`src/hdl/mpf_pkg.sv`:
```
package mpf_pkg;

   localparam int BYTE_W = 8;
   localparam int POS_W = 32;
   localparam int LEN_W = 7;
   localparam int SYNC_BIT = 3;

   typedef enum logic [1:0] {
      ST_DATA     = 2'd0,
      ST_NO_DATA  = 2'd1,
      ST_ZERO_LEN = 2'd2
   } status_type;

endpackage

```
`src/hdl/mpf_ram.sv`:
```
module mpf_ram #(
   parameter int WIDTH = 8,
   parameter int DEPTH = 64
) (
   input  logic                       clock,
   input  logic                       wr_en,
   input  logic [$clog2(DEPTH)-1:0]   wr_addr,
   input  logic [WIDTH-1:0]           wr_data,
   input  logic [$clog2(DEPTH)-1:0]   rd_addr,
   output logic [WIDTH-1:0]           rd_data
);

   logic [WIDTH-1:0] mem_ff [DEPTH];
   logic [WIDTH-1:0] rd_data_ff;

   always_ff @(posedge clock) begin
      if (wr_en) begin
         mem_ff[wr_addr] <= wr_data;
      end
      rd_data_ff <= mem_ff[rd_addr];
   end

   assign rd_data = rd_data_ff;

endmodule

```
`src/hdl/mouse_packet_framer_ring.sv`:
```
// Mouse packet framer with a byte ring.
// Input beats are taken on start while busy is low. req_op 0 hands in one
// mouse byte: it is dropped unless enable (csr_write_enable/csr_write_data)
// is set, and a packet only starts on a byte with bit 3 set. A byte that
// completes a packet holds busy while the packet is written into the ring
// memory, one byte per cycle; any other mouse byte leaves busy low.
// req_op 1 is a read: req_read_pos/req_read_len. If nothing is available or
// the length is zero, one status beat shows on rsp_* the cycle after accept.
// Otherwise up to min(len, RING_DEPTH) bytes stream out, one per cycle
// through the memory's registered read port, starting at the slot given by
// the position's low bits (RING_DEPTH is a power of two); the S_READ state
// and the memory output register come before each beat; busy holds in S_READ.
// rsp_strobe marks each result for one cycle; rsp_last marks the final one.
// There is no backpressure on the result side.
// Reset (synchronous) clears enable, sync hunt and the write position; the
// ring contents are undefined until written, no clearing pass is run.
module mouse_packet_framer_ring #(
   parameter int RING_DEPTH = 64,
   parameter int PACKET_BYTES = 4
) (
   input  logic                          clock,
   input  logic                          reset,
   input  logic                          start,
   output logic                          busy,
   input  logic                          req_op,
   input  logic [mpf_pkg::BYTE_W-1:0]    req_mouse_byte,
   input  logic [mpf_pkg::POS_W-1:0]     req_read_pos,
   input  logic [mpf_pkg::LEN_W-1:0]     req_read_len,
   input  logic                          csr_write_enable,
   input  logic                          csr_write_data,
   output logic                          rsp_strobe,
   output logic [mpf_pkg::BYTE_W-1:0]    rsp_data_byte,
   output logic [1:0]                    rsp_status,
   output logic                          rsp_last
);

   import mpf_pkg::*;

   localparam int AW = $clog2(RING_DEPTH);
   localparam int PIW = $clog2(PACKET_BYTES);

   typedef enum logic [1:0] {
      S_IDLE,
      S_COMMIT,
      S_READ
   } state_type;

   state_type               state_ff, state_in;
   logic                    enable_ff, enable_in;
   logic [PIW-1:0]          phase_ff, phase_in;
   logic [POS_W-1:0]        wp_ff, wp_in;
   logic [AW-1:0]           wr_slot_ff, wr_slot_in;
   logic [BYTE_W-1:0]       pend_ff [PACKET_BYTES];
   logic [BYTE_W-1:0]       pend_in [PACKET_BYTES];
   logic [PIW-1:0]          cnt_ff, cnt_in;
   logic [LEN_W-1:0]        left_ff, left_in;
   logic [AW-1:0]           rd_slot_ff, rd_slot_in;
   logic                    rsp_strobe_ff, rsp_strobe_in;
   status_type              rsp_status_ff, rsp_status_in;
   logic                    rsp_last_ff, rsp_last_in;

   logic                    ram_we;
   logic [AW-1:0]           ram_ra;
   logic [BYTE_W-1:0]       ram_rd;

   logic [POS_W:0]          diff;
   logic                    no_data;
   logic [LEN_W-1:0]        len_c;
   logic [LEN_W-1:0]        n_bytes;

   mpf_ram #(
      .WIDTH (BYTE_W),
      .DEPTH (RING_DEPTH)
   ) u_ring (
      .clock   (clock),
      .wr_en   (ram_we),
      .wr_addr (wr_slot_ff),
      .wr_data (pend_ff[cnt_ff]),
      .rd_addr (ram_ra),
      .rd_data (ram_rd)
   );

   // available count and clamped length for a read request
   always_comb begin
      diff = {1'b0, wp_ff} - {1'b0, req_read_pos};
      no_data = diff[POS_W] | (diff[POS_W-1:0] == '0);
      len_c = (req_read_len > LEN_W'(RING_DEPTH)) ? LEN_W'(RING_DEPTH) : req_read_len;
      if (|diff[POS_W-1:LEN_W]) begin
         n_bytes = len_c;
      end else begin
         n_bytes = (diff[LEN_W-1:0] < len_c) ? diff[LEN_W-1:0] : len_c;
      end
   end

   always_comb begin
      state_in = state_ff;
      enable_in = enable_ff;
      phase_in = phase_ff;
      wp_in = wp_ff;
      wr_slot_in = wr_slot_ff;
      pend_in = pend_ff;
      cnt_in = cnt_ff;
      left_in = left_ff;
      rd_slot_in = rd_slot_ff;
      rsp_strobe_in = 1'b0;
      rsp_status_in = rsp_status_ff;
      rsp_last_in = 1'b0;
      ram_we = 1'b0;
      ram_ra = rd_slot_ff;

      if (csr_write_enable) begin
         enable_in = csr_write_data;
      end

      case (state_ff)
         S_IDLE: begin
            if (start) begin
               if (!req_op) begin
                  if (enable_ff) begin
                     if (phase_ff == '0) begin
                        if (req_mouse_byte[SYNC_BIT]) begin
                           pend_in[0] = req_mouse_byte;
                           phase_in = PIW'(1);
                        end
                     end else if (phase_ff != PIW'(PACKET_BYTES - 1)) begin
                        pend_in[phase_ff] = req_mouse_byte;
                        phase_in = phase_ff + PIW'(1);
                     end else begin
                        pend_in[PACKET_BYTES-1] = req_mouse_byte;
                        phase_in = '0;
                        cnt_in = '0;
                        state_in = S_COMMIT;
                     end
                  end
               end else if (no_data) begin
                  rsp_strobe_in = 1'b1;
                  rsp_status_in = ST_NO_DATA;
                  rsp_last_in = 1'b1;
               end else if (req_read_len == '0) begin
                  rsp_strobe_in = 1'b1;
                  rsp_status_in = ST_ZERO_LEN;
                  rsp_last_in = 1'b1;
               end else begin
                  left_in = n_bytes;
                  // stale positions land on the same slot modulo the depth
                  rd_slot_in = req_read_pos[AW-1:0];
                  state_in = S_READ;
               end
            end
         end
         S_COMMIT: begin
            ram_we = 1'b1;
            wr_slot_in = (wr_slot_ff == AW'(RING_DEPTH - 1)) ? '0 : wr_slot_ff + AW'(1);
            cnt_in = cnt_ff + PIW'(1);
            if (cnt_ff == PIW'(PACKET_BYTES - 1)) begin
               wp_in = wp_ff + POS_W'(PACKET_BYTES);
               state_in = S_IDLE;
            end
         end
         S_READ: begin
            // data shows next cycle from the memory's output register
            rsp_strobe_in = 1'b1;
            rsp_status_in = ST_DATA;
            rsp_last_in = (left_ff == LEN_W'(1));
            left_in = left_ff - LEN_W'(1);
            rd_slot_in = (rd_slot_ff == AW'(RING_DEPTH - 1)) ? '0 : rd_slot_ff + AW'(1);
            if (left_ff == LEN_W'(1)) begin
               state_in = S_IDLE;
            end
         end
         default: begin
            state_in = S_IDLE;
         end
      endcase
   end

   always_ff @(posedge clock) begin
      if (reset) begin
         state_ff <= S_IDLE;
         enable_ff <= 1'b0;
         phase_ff <= '0;
         wp_ff <= '0;
         wr_slot_ff <= '0;
         cnt_ff <= '0;
         left_ff <= '0;
         rsp_strobe_ff <= 1'b0;
         rsp_status_ff <= ST_DATA;
         rsp_last_ff <= 1'b0;
      end else begin
         state_ff <= state_in;
         enable_ff <= enable_in;
         phase_ff <= phase_in;
         wp_ff <= wp_in;
         wr_slot_ff <= wr_slot_in;
         cnt_ff <= cnt_in;
         left_ff <= left_in;
         rsp_strobe_ff <= rsp_strobe_in;
         rsp_status_ff <= rsp_status_in;
         rsp_last_ff <= rsp_last_in;
      end
      pend_ff <= pend_in;
      rd_slot_ff <= rd_slot_in;
   end

   assign busy = (state_ff != S_IDLE);
   assign rsp_strobe = rsp_strobe_ff;
   assign rsp_status = rsp_status_ff;
   assign rsp_last = rsp_last_ff;
   assign rsp_data_byte = (rsp_status_ff == ST_DATA) ? ram_rd : '0;

endmodule
```
`config.mk`:
```
export PLATFORM = sky130hd
export DESIGN_NAME = mouse_packet_framer_ring
export DESIGN_NICKNAME = d
export VERILOG_FILES = /design/src/hdl/mpf_pkg.sv /design/src/hdl/mpf_ram.sv /design/src/hdl/mouse_packet_framer_ring.sv
export SDC_FILE = /design/constraint.sdc
export NUM_CORES = 1
export LEC_CHECK = 0
export ABC_AREA = 0
export BUFFER_PORTS_ARGS = -buffer_cell sky130_fd_sc_hd__buf_2
export CAP_MARGIN = 40
export CORE_MARGIN = 1
export CORE_UTILIZATION = 59
export DETAILED_ROUTE_END_ITERATION = 8
export PLACE_DENSITY = 0.75
export REMOVE_ABC_BUFFERS = 1
export SYNTH_ARGS = -nofsm -noshare
export SYNTH_HDL_FRONTEND = slang
export SYNTH_SLANG_ARGS = --single-unit
```
`constraint.sdc`:
```
create_clock -name clock -period 4.8 [get_ports clock]
set_input_delay 1.44 -clock clock [delete_from_list [all_inputs] [get_ports clock]]
set_output_delay 1.44 -clock clock [all_outputs]
set_load 0.005 [all_outputs]
```
# ---- Word-level counts from Yosys, hierarchy flattened
# Memory sizes are Yosys's and may differ from the RTL's. A register that Yosys moved wholly into a read port is not among the register bits.
# Index checks and enable logic that the tools add are counted.
dict set report totals {
  register_bits 94
  mem_bits_rw 512
  input_bits 53
  output_inout_bits 13
  word_cells 136
  mem_count 1
}
dict set report classes {
  n_addsub 7
  magnitude_cmp 5
  eq_ne 24
  n_mux 59
  bitwise_logic 5
  reduce_logical 20
}
# memory depth width rd rd_ports_with_merged_regs write_ports line_no
set mem_list {}
lappend mem_list {u_ring.mem_ff 64 8 1 1 1 mpf_ram.sv:13} ;# logic [WIDTH-1:0] mem_ff [DEPTH];
# operator n
set ops {}
lappend ops {{8-bit two-way mux} 7}
lappend ops {{7-bit two-way mux} 7}
lappend ops {{2-bit two-way mux} 21}
lappend ops {{6-bit two-way mux} 6}
lappend ops {{32-bit by 32-bit subtractor with 33-bit output} 1}
lappend ops {{32-bit by 3-bit adder with 32-bit output, second input constant} 1}
lappend ops {{32-bit bitwise mux} 1}
lappend ops {{32-bit logical NOT} 1}
lappend ops {{25-bit OR reduction} 1}
lappend ops {{24-bit two-way mux} 1}
lappend ops {{2-bit != test, second input constant} 12}
lappend ops {{3-bit != test, second input constant} 6}
lappend ops {{6-bit AND reduction} 3}
lappend ops {{8-bit binary-select mux with 2-bit select} 1}
lappend ops {{8-bit demux with 2-bit select} 1}
lappend ops {{5-bit AND reduction} 3}
lappend ops {{7-bit one-hot mux with 2 select lines} 1}
lappend ops {{6-bit by 1-bit adder with 6-bit output, second input constant} 2}
lappend ops {{6-bit == test, second input constant} 2}
lappend ops {{6-bit one-hot mux with 2 select lines} 1}
lappend ops {{2-bit one-hot mux with 2 select lines} 2}
lappend ops {{8-bit AND reduction} 1}
lappend ops {{2-bit nonzero test} 4}
lappend ops {{7-bit by 1-bit == test with 1-bit output, second input constant} 1}
lappend ops {{other kinds (19)} 33}

# ---- Logic depth before layout (Yosys ltp)
# Gate-level depths: netlist of the first run.
dict set report depth {
  ltp_word 10
  depth_mapped 16
  depth_no_buf 15
}

# ---- By module
# A second synthesis of the first run with hierarchy kept.
dict set report hier_totals {
  cells_unflattened 1746
  area_unflattened_um2 27005.9
}
# module instances cells_each area_per_inst_um2 seq_area_each_um2
set by_module_without_submodules {}
lappend by_module_without_submodules {mpf_ram 1 940 20156.8 15534.9}
lappend by_module_without_submodules {mouse_packet_framer_ring 1 806 6849.1 2222.1}

# ---- Worst setup path before layout of the first run
# OpenSTA, ideal clock, no wires.
dict set report synth_timing {
  path_type {input to register}
  start {in req_read_pos[2] (netlist bit)}
  end {reg rd_slot_ff[0] (netlist: ram_ra[0]) (enable)}
  setup_ns 0.269
  arrival_ns 4.217
  t_required_ns 4.531
  path_slack_ns 0.314
  path_stages 12
  path_cell_list {inv_1 > ha_1 > or3b_1 > o211ai_2 > and4_1 > nor2_1 > xnor2_1 > or4_4 > nor4_4 > nand4_2 > a21oi_4 > inv_1}
}
dict set report synth_between {
  elab_chain_len 5
}
# element line_no
set synth_rtl {}
lappend synth_rtl {{from (decl)} mouse_packet_framer_ring.sv:27} ;# input logic [mpf_pkg::POS_W-1:0] req_read_pos,
lappend synth_rtl {{32-bit by 32-bit subtractor with 33-bit output *} mouse_packet_framer_ring.sv:85} ;# diff = {1'b0, wp_ff} - {1'b0, req_read_pos};
lappend synth_rtl {{32-bit logical NOT} mouse_packet_framer_ring.sv:86} ;# no_data = diff[POS_W] | (diff[POS_W-1:0] == '0);
lappend synth_rtl {{1-bit bitwise OR *} mouse_packet_framer_ring.sv:86}
lappend synth_rtl {{2-bit != test (no source line) *} n/a}
lappend synth_rtl {{5-bit AND reduction (no source line) *} n/a}
lappend synth_rtl {{to (signal assigned)} mouse_packet_framer_ring.sv:202} ;# rd_slot_ff <= rd_slot_in;
lappend synth_rtl {{to (decl)} mouse_packet_framer_ring.sv:57} ;# logic [AW-1:0] rd_slot_ff, rd_slot_in;
# Mark *: on every way between the ends. The rest lies on a longest branch, timed or not.
# A chain may end at the register's enable or synchronous reset.

# ---- Worst setup path in the final report of the first run
dict set report layout_timing {
  start {in req_read_pos[2] (netlist bit)}
  end {reg left_ff[5]}
}
dict set report layout_between {
  elab_chain_len 9
  elab_cells_between_ends 14
}
# element line_no
set layout_rtl {}
lappend layout_rtl {{32-bit by 32-bit subtractor with 33-bit output *} mouse_packet_framer_ring.sv:85}
lappend layout_rtl {{7-bit < comparator} mouse_packet_framer_ring.sv:91} ;# n_bytes = (diff[LEN_W-1:0] < len_c) ? diff[LEN_W-1:0] : len_c;
lappend layout_rtl {{7-bit two-way mux} mouse_packet_framer_ring.sv:91}
lappend layout_rtl {{7-bit two-way mux} mouse_packet_framer_ring.sv:88} ;# if (|diff[POS_W-1:LEN_W]) begin
lappend layout_rtl {{7-bit two-way mux} mouse_packet_framer_ring.sv:139} ;# end else if (req_read_len == '0) begin
lappend layout_rtl {{7-bit two-way mux} mouse_packet_framer_ring.sv:135} ;# end else if (no_data) begin
lappend layout_rtl {{7-bit two-way mux} mouse_packet_framer_ring.sv:118} ;# if (!req_op) begin
lappend layout_rtl {{7-bit two-way mux} mouse_packet_framer_ring.sv:117} ;# if (start) begin
lappend layout_rtl {{7-bit one-hot mux with 2 select lines} mouse_packet_framer_ring.sv:115} ;# case (state_ff)
lappend layout_rtl {{to (signal assigned)} mouse_packet_framer_ring.sv:196} ;# left_ff <= left_in;
lappend layout_rtl {{to (decl)} mouse_packet_framer_ring.sv:56} ;# logic [LEN_W-1:0] left_ff, left_in;
# Mark *: on every way between the ends. The rest lies on a longest branch, timed or not. The select of a mux whose other input is x is not followed.

==> impl_metrics.env, run 1 <==
export IMPL_status="complete, no violations"
export IMPL_layout_common_cells="550 x edfxtp_1, 137 x nor2_1, 121 x a21oi_1"
export IMPL_maxSlewViolCount=0
export IMPL_async_flop_share_pct=0
export IMPL_cts_sinks=612
export IMPL_final_core_util_pct=67.4
export IMPL_cts_setup_buffers=0
export IMPL_tightestPinTransition_ns=0.868
export IMPL_clk_insertion_delay_late_ns=0.63
export IMPL_ys_ff_latch=612
export IMPL_drt_iter0_drc=1680
export IMPL_grt_overflow=0
export IMPL_crit_type="input port to flop"
export IMPL_htree_levels=2
export IMPL_fin_area_mm2=0.0301
export IMPL_drc_errors=0
export IMPL_antenna_cells=0
export IMPL_grt_first_pass_wirelength_um=95300
export IMPL_cts_buffers=59
export IMPL_timing_hold_violations_final=0
export IMPL_drive_above_1_share_pct=17.7
export IMPL_cp_slowest_stage_delay_ns=0.57
export IMPL_start_util_pct=60.4
export IMPL_critical_path_arrival_ns=4.92
export IMPL_maxSlewHeadroom_pct=42.0
export IMPL_clk_pin_slew_worst_paths_ns=0.05
export IMPL_fmax_ghz=0.227
export IMPL_hp_class="flop to flop"
export IMPL_cap_violations=0
export IMPL_cp_required_ns=5.33
export IMPL_drtAntennaViolNets=0
export IMPL_slowest_stage="o311ai_0"
export IMPL_r2r_slack_ns=1.00
export IMPL_clockBufferDepth=3
export IMPL_nets=2054
export IMPL_start_kind="input port"
export IMPL_synth_main_ff_cell="edfxtp_1"
export IMPL_seq_area_frac_synth_pct=65.9
export IMPL_rsz0062_at_grt="false"
export IMPL_synth_avg_cell_area_um2=14.5
export IMPL_wl_per_cell_um=23.9
export IMPL_die_area_mm2=0.0465
export IMPL_core_area_mm2=0.0446
export IMPL_min_delay_worst_endpoint="wp_ff[31]"
export IMPL_rows=77
export IMPL_grt_pass1_vias=16357
export IMPL_min_from="wp_ff[31]"
export IMPL_track_usage_pct=27.2
export IMPL_synth_edf_count=550
export IMPL_synth_area_mm2=0.0269
export IMPL_regToRegEndpoint="left_ff[5]"
export IMPL_die_y_um=216
export IMPL_fin_crit_ns=4.40
export IMPL_drt_pass1_iter_count=6
export IMPL_p_per_area_mw_per_mm2=353
export IMPL_crit_path_end_kind="flop"
export IMPL_ir_drop_uv=339
export IMPL_worst_r2r_cell_count=13
export IMPL_syn_to_final_growth_pct=11.6
export IMPL_clock_root_buffer="clkbuf_16"
export IMPL_place_congestion=0.887
export IMPL_final_common_cell="edfxtp_1"
export IMPL_synthCells=1862
export IMPL_boundaryPins=66
export IMPL_setup_ws_ns=0.401
export IMPL_cts_resized=0
export IMPL_r2r_start="wp_ff[2]"
export IMPL_p_leak_nw=10.4
export IMPL_hold_depth=2
export IMPL_grt_max_degree=101
export IMPL_die_w_um=216
export IMPL_synth_area_leaders="edfxtp_1 61%, mux4_2 6.7%, dfxtp_1 4.6%"
export IMPL_via_count=16461
export IMPL_ys_warn_count=0
export IMPL_cp_max_fo=5
export IMPL_dp_slack_ns=-0.144
export IMPL_dp_hpwl_um=39200
export IMPL_setup_viol=0
export IMPL_antenna_found_initial=1
export IMPL_cts_hold_buf=0
export IMPL_synth_top_cell_area_share_pct=61.3
export IMPL_ys_types=77
export IMPL_yosysTopAreaCell="edfxtp_1"
export IMPL_worstPathCellList="buf_2 > inv_1 > ha_1 > or3b_1 > o211ai_2 > and4_1 > nor2_1 > o311ai_0 > nand4_1 > nor4b_2 > nand4_2 > a21oi_4 > buf_4 > o211ai_1 > o41ai_2"
export IMPL_whs_ns=0.487
export IMPL_viasPerCell=6.35
export IMPL_port_buffers=65
export IMPL_period_share_pct=91.6
export IMPL_skew_ns=0.0163
export IMPL_cts_tree="built"
export IMPL_wl_um=62000
export IMPL_dpl_instance_area_mm2=0.0281
-- worst max-delay path by stage --
stage                     from    endpoint  slack (ns)  depth (start not counted)
4_1_cts        req_read_pos[2]  left_ff[5]        0.49                         15
2_1_floorplan        ram_ra[0]   ram_ra[0]       -3.21                          4
3_3_place_gp   req_read_pos[2]  left_ff[3]       -0.17                         15
3_5_place_dp   req_read_pos[2]  left_ff[5]       -0.14                         15
5_1_grt        req_read_pos[2]  left_ff[6]        0.14                         15
6_report       req_read_pos[2]  left_ff[5]        0.40                         15
-- cell families (layout without fill, tap and decap cells) --
logic type               count (synthesis)  in the layout  synth area share [%]
AO/OA/AOI/OAI                          358            358                  8.57
XOR/XNOR                                42             42                  1.37
adder cells (fa/ha/maj)                 49             49                  2.28
buffers and inverters                  150            290                  2.13
flip-flops                             612            612                  65.9
multiplexers                           214            214                  11.8
AND/OR/NAND/NOR                        437            437                  7.93
-- cell type report --
type	count	area [µm²]
clock buffers	71	1560
well taps	592	741
fillers	3043	14500
flip-flops and latches	612	17800
clock inverters	40	397
multi-input cells	1100	8610
inverters	55	206
repair buffers	124	803
-- worst max-delay path, delay by kind of cell --
| family | cells | cell delay [ns] |
|---|---|---|
| AND/OR/NAND/NOR | 6 | 1.64 |
| AO/OA/AOI/OAI | 5 | 1.19 |
| adder cells (fa/ha/maj) | 1 | 0.33 |
| buffers and inverters | 3 | 0.31 |
-- per-layer routing --
layer,vias to the layer above,part of all wire [%],track usage (%)
li1,7416,-,-
met1,8193,41,37.2
met2,711,48,44.4
met3,139,7.0,4.43
met4,2,3.4,9.83
met5,-,0.031,0
-- metrics by stage --
stage	setup TNS, ns	std cells	power [W]
CTS	0	2594	0.0107
global placement	-1.50	2480	0.00605
finish	0	2594	0.0106
floorplan	-41.76	1767	0.00596
global route	0	2594	0.0109
detailed placement	-1.19	2483	0.00606
-- report_power, final --
part / leakage, nW / switching (W) / internal [W]
registers: 5.43 / 0.00000137 / 0.00573
clock network: 0.964 / 0.00198 / 0.00270
logic: 4.01 / 0.000126 / 0.0000842
-- Yosys cell counts (32+ instances only) --
cell	instances
dfxtp_1	62
a21oi_1	121
o21ai_0	65
nor3_1	35
mux2_2	33
nor2_1	137
mux2i_1	101
mux4_2	80
ha_1	49
o221ai_1	36
nand3_1	32
o22ai_1	36
inv_1	55
edfxtp_1	550
clkbuf_1	80
nand2_1	108
-- sequential cells by signal, summed over array words and instances (netlist names) --
signal,count
u_ring.mem_ff,512
pend_ff,32
wp_ff,30
u_ring.rd_data,8
left_ff,7
ram_ra,6
wr_slot_ff,6
cnt_ff,2
phase_ff,2
rsp_status,2
state_ff,2
enable_ff,1
rsp_last,1
rsp_strobe,1
Note: power is estimated with default switching activity, not from simulation.
==> run 2: changes to the inputs <==
- REMOVE_ABC_BUFFERS: 1 -> default
==> run 2 against run 1 <==
  * Via count decreased by 1.4%
  * Flip-flop and latch count unchanged
  * Sequential share of layout area increased by 0.064 points
  * Critical path type unchanged
  * Setup slack improved by 0.20 ns
  * Largest cell class unchanged
  * Register-to-register slack improved by 0.17 ns
  * Highest routed layer is now met4
  * First-iteration DRC count decreased by 16%
  * Clock skew increased by 0.0031 ns
==> impl_metrics.env, run 2 (synthesis gave the netlist of run 1 again) <==
export IMPL_largest_reg_flops=512
export IMPL_clockBufferDepth=3
export IMPL_timing_hold_violations_final=0
export IMPL_antenna_found_initial=0
export IMPL_crit_type="input port to flop"
export IMPL_htree_levels=2
export IMPL_fmax_ghz=0.238
export IMPL_wl_met1_um=25500
export IMPL_worstSetupStartpoint="req_read_pos[22]"
export IMPL_grt_overflow=0
export IMPL_cts_hold_buf=0
export IMPL_drt_pass1_iter_count=6
export IMPL_p_per_area_mw_per_mm2=353
export IMPL_core_area_mm2=0.0446
export IMPL_start_util_pct=60.4
export IMPL_cap_violations=0
export IMPL_cts_setup_buffers=0
export IMPL_via_count=16233
export IMPL_clk_pin_slew_worst_paths_ns=0.06
export IMPL_power_internal_w=0.00852
export IMPL_fin_crit_ns=4.20
export IMPL_cp_required_ns=5.35
export IMPL_tightestPinTransition_ns=0.956
export IMPL_layout_common_cells="550 x edfxtp_1, 137 x nor2_1, 121 x a21oi_1"
export IMPL_start_kind="input port"
export IMPL_period_share_pct=87.5
export IMPL_regToRegEndpoint="left_ff[3]"
export IMPL_top_layer="met4"
export IMPL_drive_above_1_share_pct=17.2
export IMPL_cp_max_fo=5
export IMPL_crit_path_end_kind="flop"
export IMPL_p_seq_share_pct=54.1
export IMPL_die_y_um=216
export IMPL_wl_per_cell_um=23.8
export IMPL_antenna_cells=0
export IMPL_critical_path_arrival_ns=4.75
export IMPL_crit_end="left_ff[3]"
export IMPL_track_usage_pct=27.0
export IMPL_setup_ws_ns=0.602
export IMPL_wl_met3_um=4770
export IMPL_place_congestion=0.941
export IMPL_skew_ns=0.0194
export IMPL_grt_max_degree=103
export IMPL_clk_insertion_delay_late_ns=0.62
export IMPL_p_switching_w=0.00208
export IMPL_wl_met2_um=30100
export IMPL_combPwrFrac_pct=2.0
export IMPL_dp_slack_ns=-0.0275
export IMPL_worst_r2r_cell_count=13
export IMPL_rows=77
export IMPL_maxSlewViolCount=0
export IMPL_syn_to_final_growth_pct=11.5
export IMPL_tns_ns=0
export IMPL_cts_tree="built"
export IMPL_drc_errors=0
export IMPL_grt_pass1_vias=16219
export IMPL_maxSlewHeadroom_pct=36.3
export IMPL_drtAntennaViolNets=0
export IMPL_wl_um=61700
export IMPL_boundaryPins=66
export IMPL_largest_register="u_ring.mem_ff"
export IMPL_die_area_mm2=0.0465
export IMPL_setup_viol=0
export IMPL_viasPerCell=6.27
export IMPL_clock_root_buffer="clkbuf_16"
export IMPL_status="complete, no violations"
export IMPL_dp_hpwl_um=38700
export IMPL_r2r_slack_ns=1.17
export IMPL_p_leak_nw=10.4
export IMPL_port_buffers=65
export IMPL_switching_share_pct=19.6
export IMPL_cts_buffers=58
export IMPL_hold_depth=2
export IMPL_rsz0062_at_grt="false"
export IMPL_grt_first_pass_wirelength_um=95000
export IMPL_nets=2052
export IMPL_final_common_cell="edfxtp_1"
export IMPL_r2r_start="wp_ff[22]"
export IMPL_largestRegisters="u_ring.mem_ff x512, pend_ff x32, wp_ff x30"
export IMPL_drt_iter0_drc=1417
export IMPL_clock_power_share_pct=43.9
export IMPL_syn_num_nets=1964
export IMPL_cts_resized=0
export IMPL_hp_class="flop to flop"
export IMPL_cts_sinks=612
export IMPL_die_w_um=216
export IMPL_ir_drop_uv=366
-- run 2: cell types whose count changed in the layout (fill, tap and decap cells not counted), sizes merged --
cell      before  now
clkinv        27   24
clkinvlp       4    1
clkbuf        71   76
inv           57   55
buf          124  123
-- run 2: how the worst min path moves through the flow --
stage,from,endpoint,slack (ns)
5_1_grt,wp_ff[31],wp_ff[31],0.54
2_1_floorplan,wp_ff[31],wp_ff[31],0.46
3_3_place_gp,wp_ff[31],wp_ff[31],0.47
3_5_place_dp,wp_ff[31],wp_ff[31],0.50
4_1_cts,wp_ff[31],wp_ff[31],0.51
6_report,wp_ff[31],wp_ff[31],0.50
-- run 2: layout make-up --
cell class	count	area (µm²)
clock buffer	76	1590
clock inverter	32	345
fill	3052	14600
inverter	55	206
multi-input combinational	1100	8610
sequential	612	17800
tap	592	741
timing repair buffer	123	793
-- run 2: per-layer routing --
| metal | track usage, % | up-vias |
|---|---|---|
| li1 | - | 7408 |
| met1 | 36.8 | 8061 |
| met2 | 44.7 | 660 |
| met3 | 5.21 | 104 |
| met4 | 7.21 | 0 |
| met5 | 0 | - |
-- run 2: through the flow --
stage | cells | util (%) | cell area, µm² | total power, W | hold WS, ns
2_1_floorplan | 1862 | - | 26900 | 0.00597 | 0.462
6_report | 2590 | 67.4 | 30000 | 0.0106 | 0.498
4_1_cts | 2589 | 67.3 | 30000 | 0.0106 | 0.506
3_3_place_gp | 2480 | 63.0 | 28100 | 0.00605 | 0.473
3_5_place_dp | 2481 | 63.0 | 28100 | 0.00605 | 0.498
5_1_grt | 2590 | 67.4 | 30000 | 0.0109 | 0.540
-- run 2: power by group through the flow --
stage                     sequential, W  clock [W]  combinational (W)
after floorplan                 0.00585          0           0.000122
after global placement          0.00585          0           0.000200
after detailed placement        0.00585          0           0.000204
after CTS                       0.00573    0.00469           0.000206
after global routing            0.00573    0.00489           0.000230
final                           0.00573    0.00465           0.000209
-- run 2: worst max-delay path: stages --
cell and delay [ns]:
buf_2 0.08, inv_1 0.03, ha_1 0.30, a21oi_1 0.26, o22ai_1 0.19, o41ai_2 0.36
nor3b_1 0.24, a21oi_1 0.08, or4_4 0.54, nor4_4 0.32, nand4_2 0.28, a21oi_4 0.26
buf_4 0.16, o21ai_1 0.07, a21oi_1 0.13
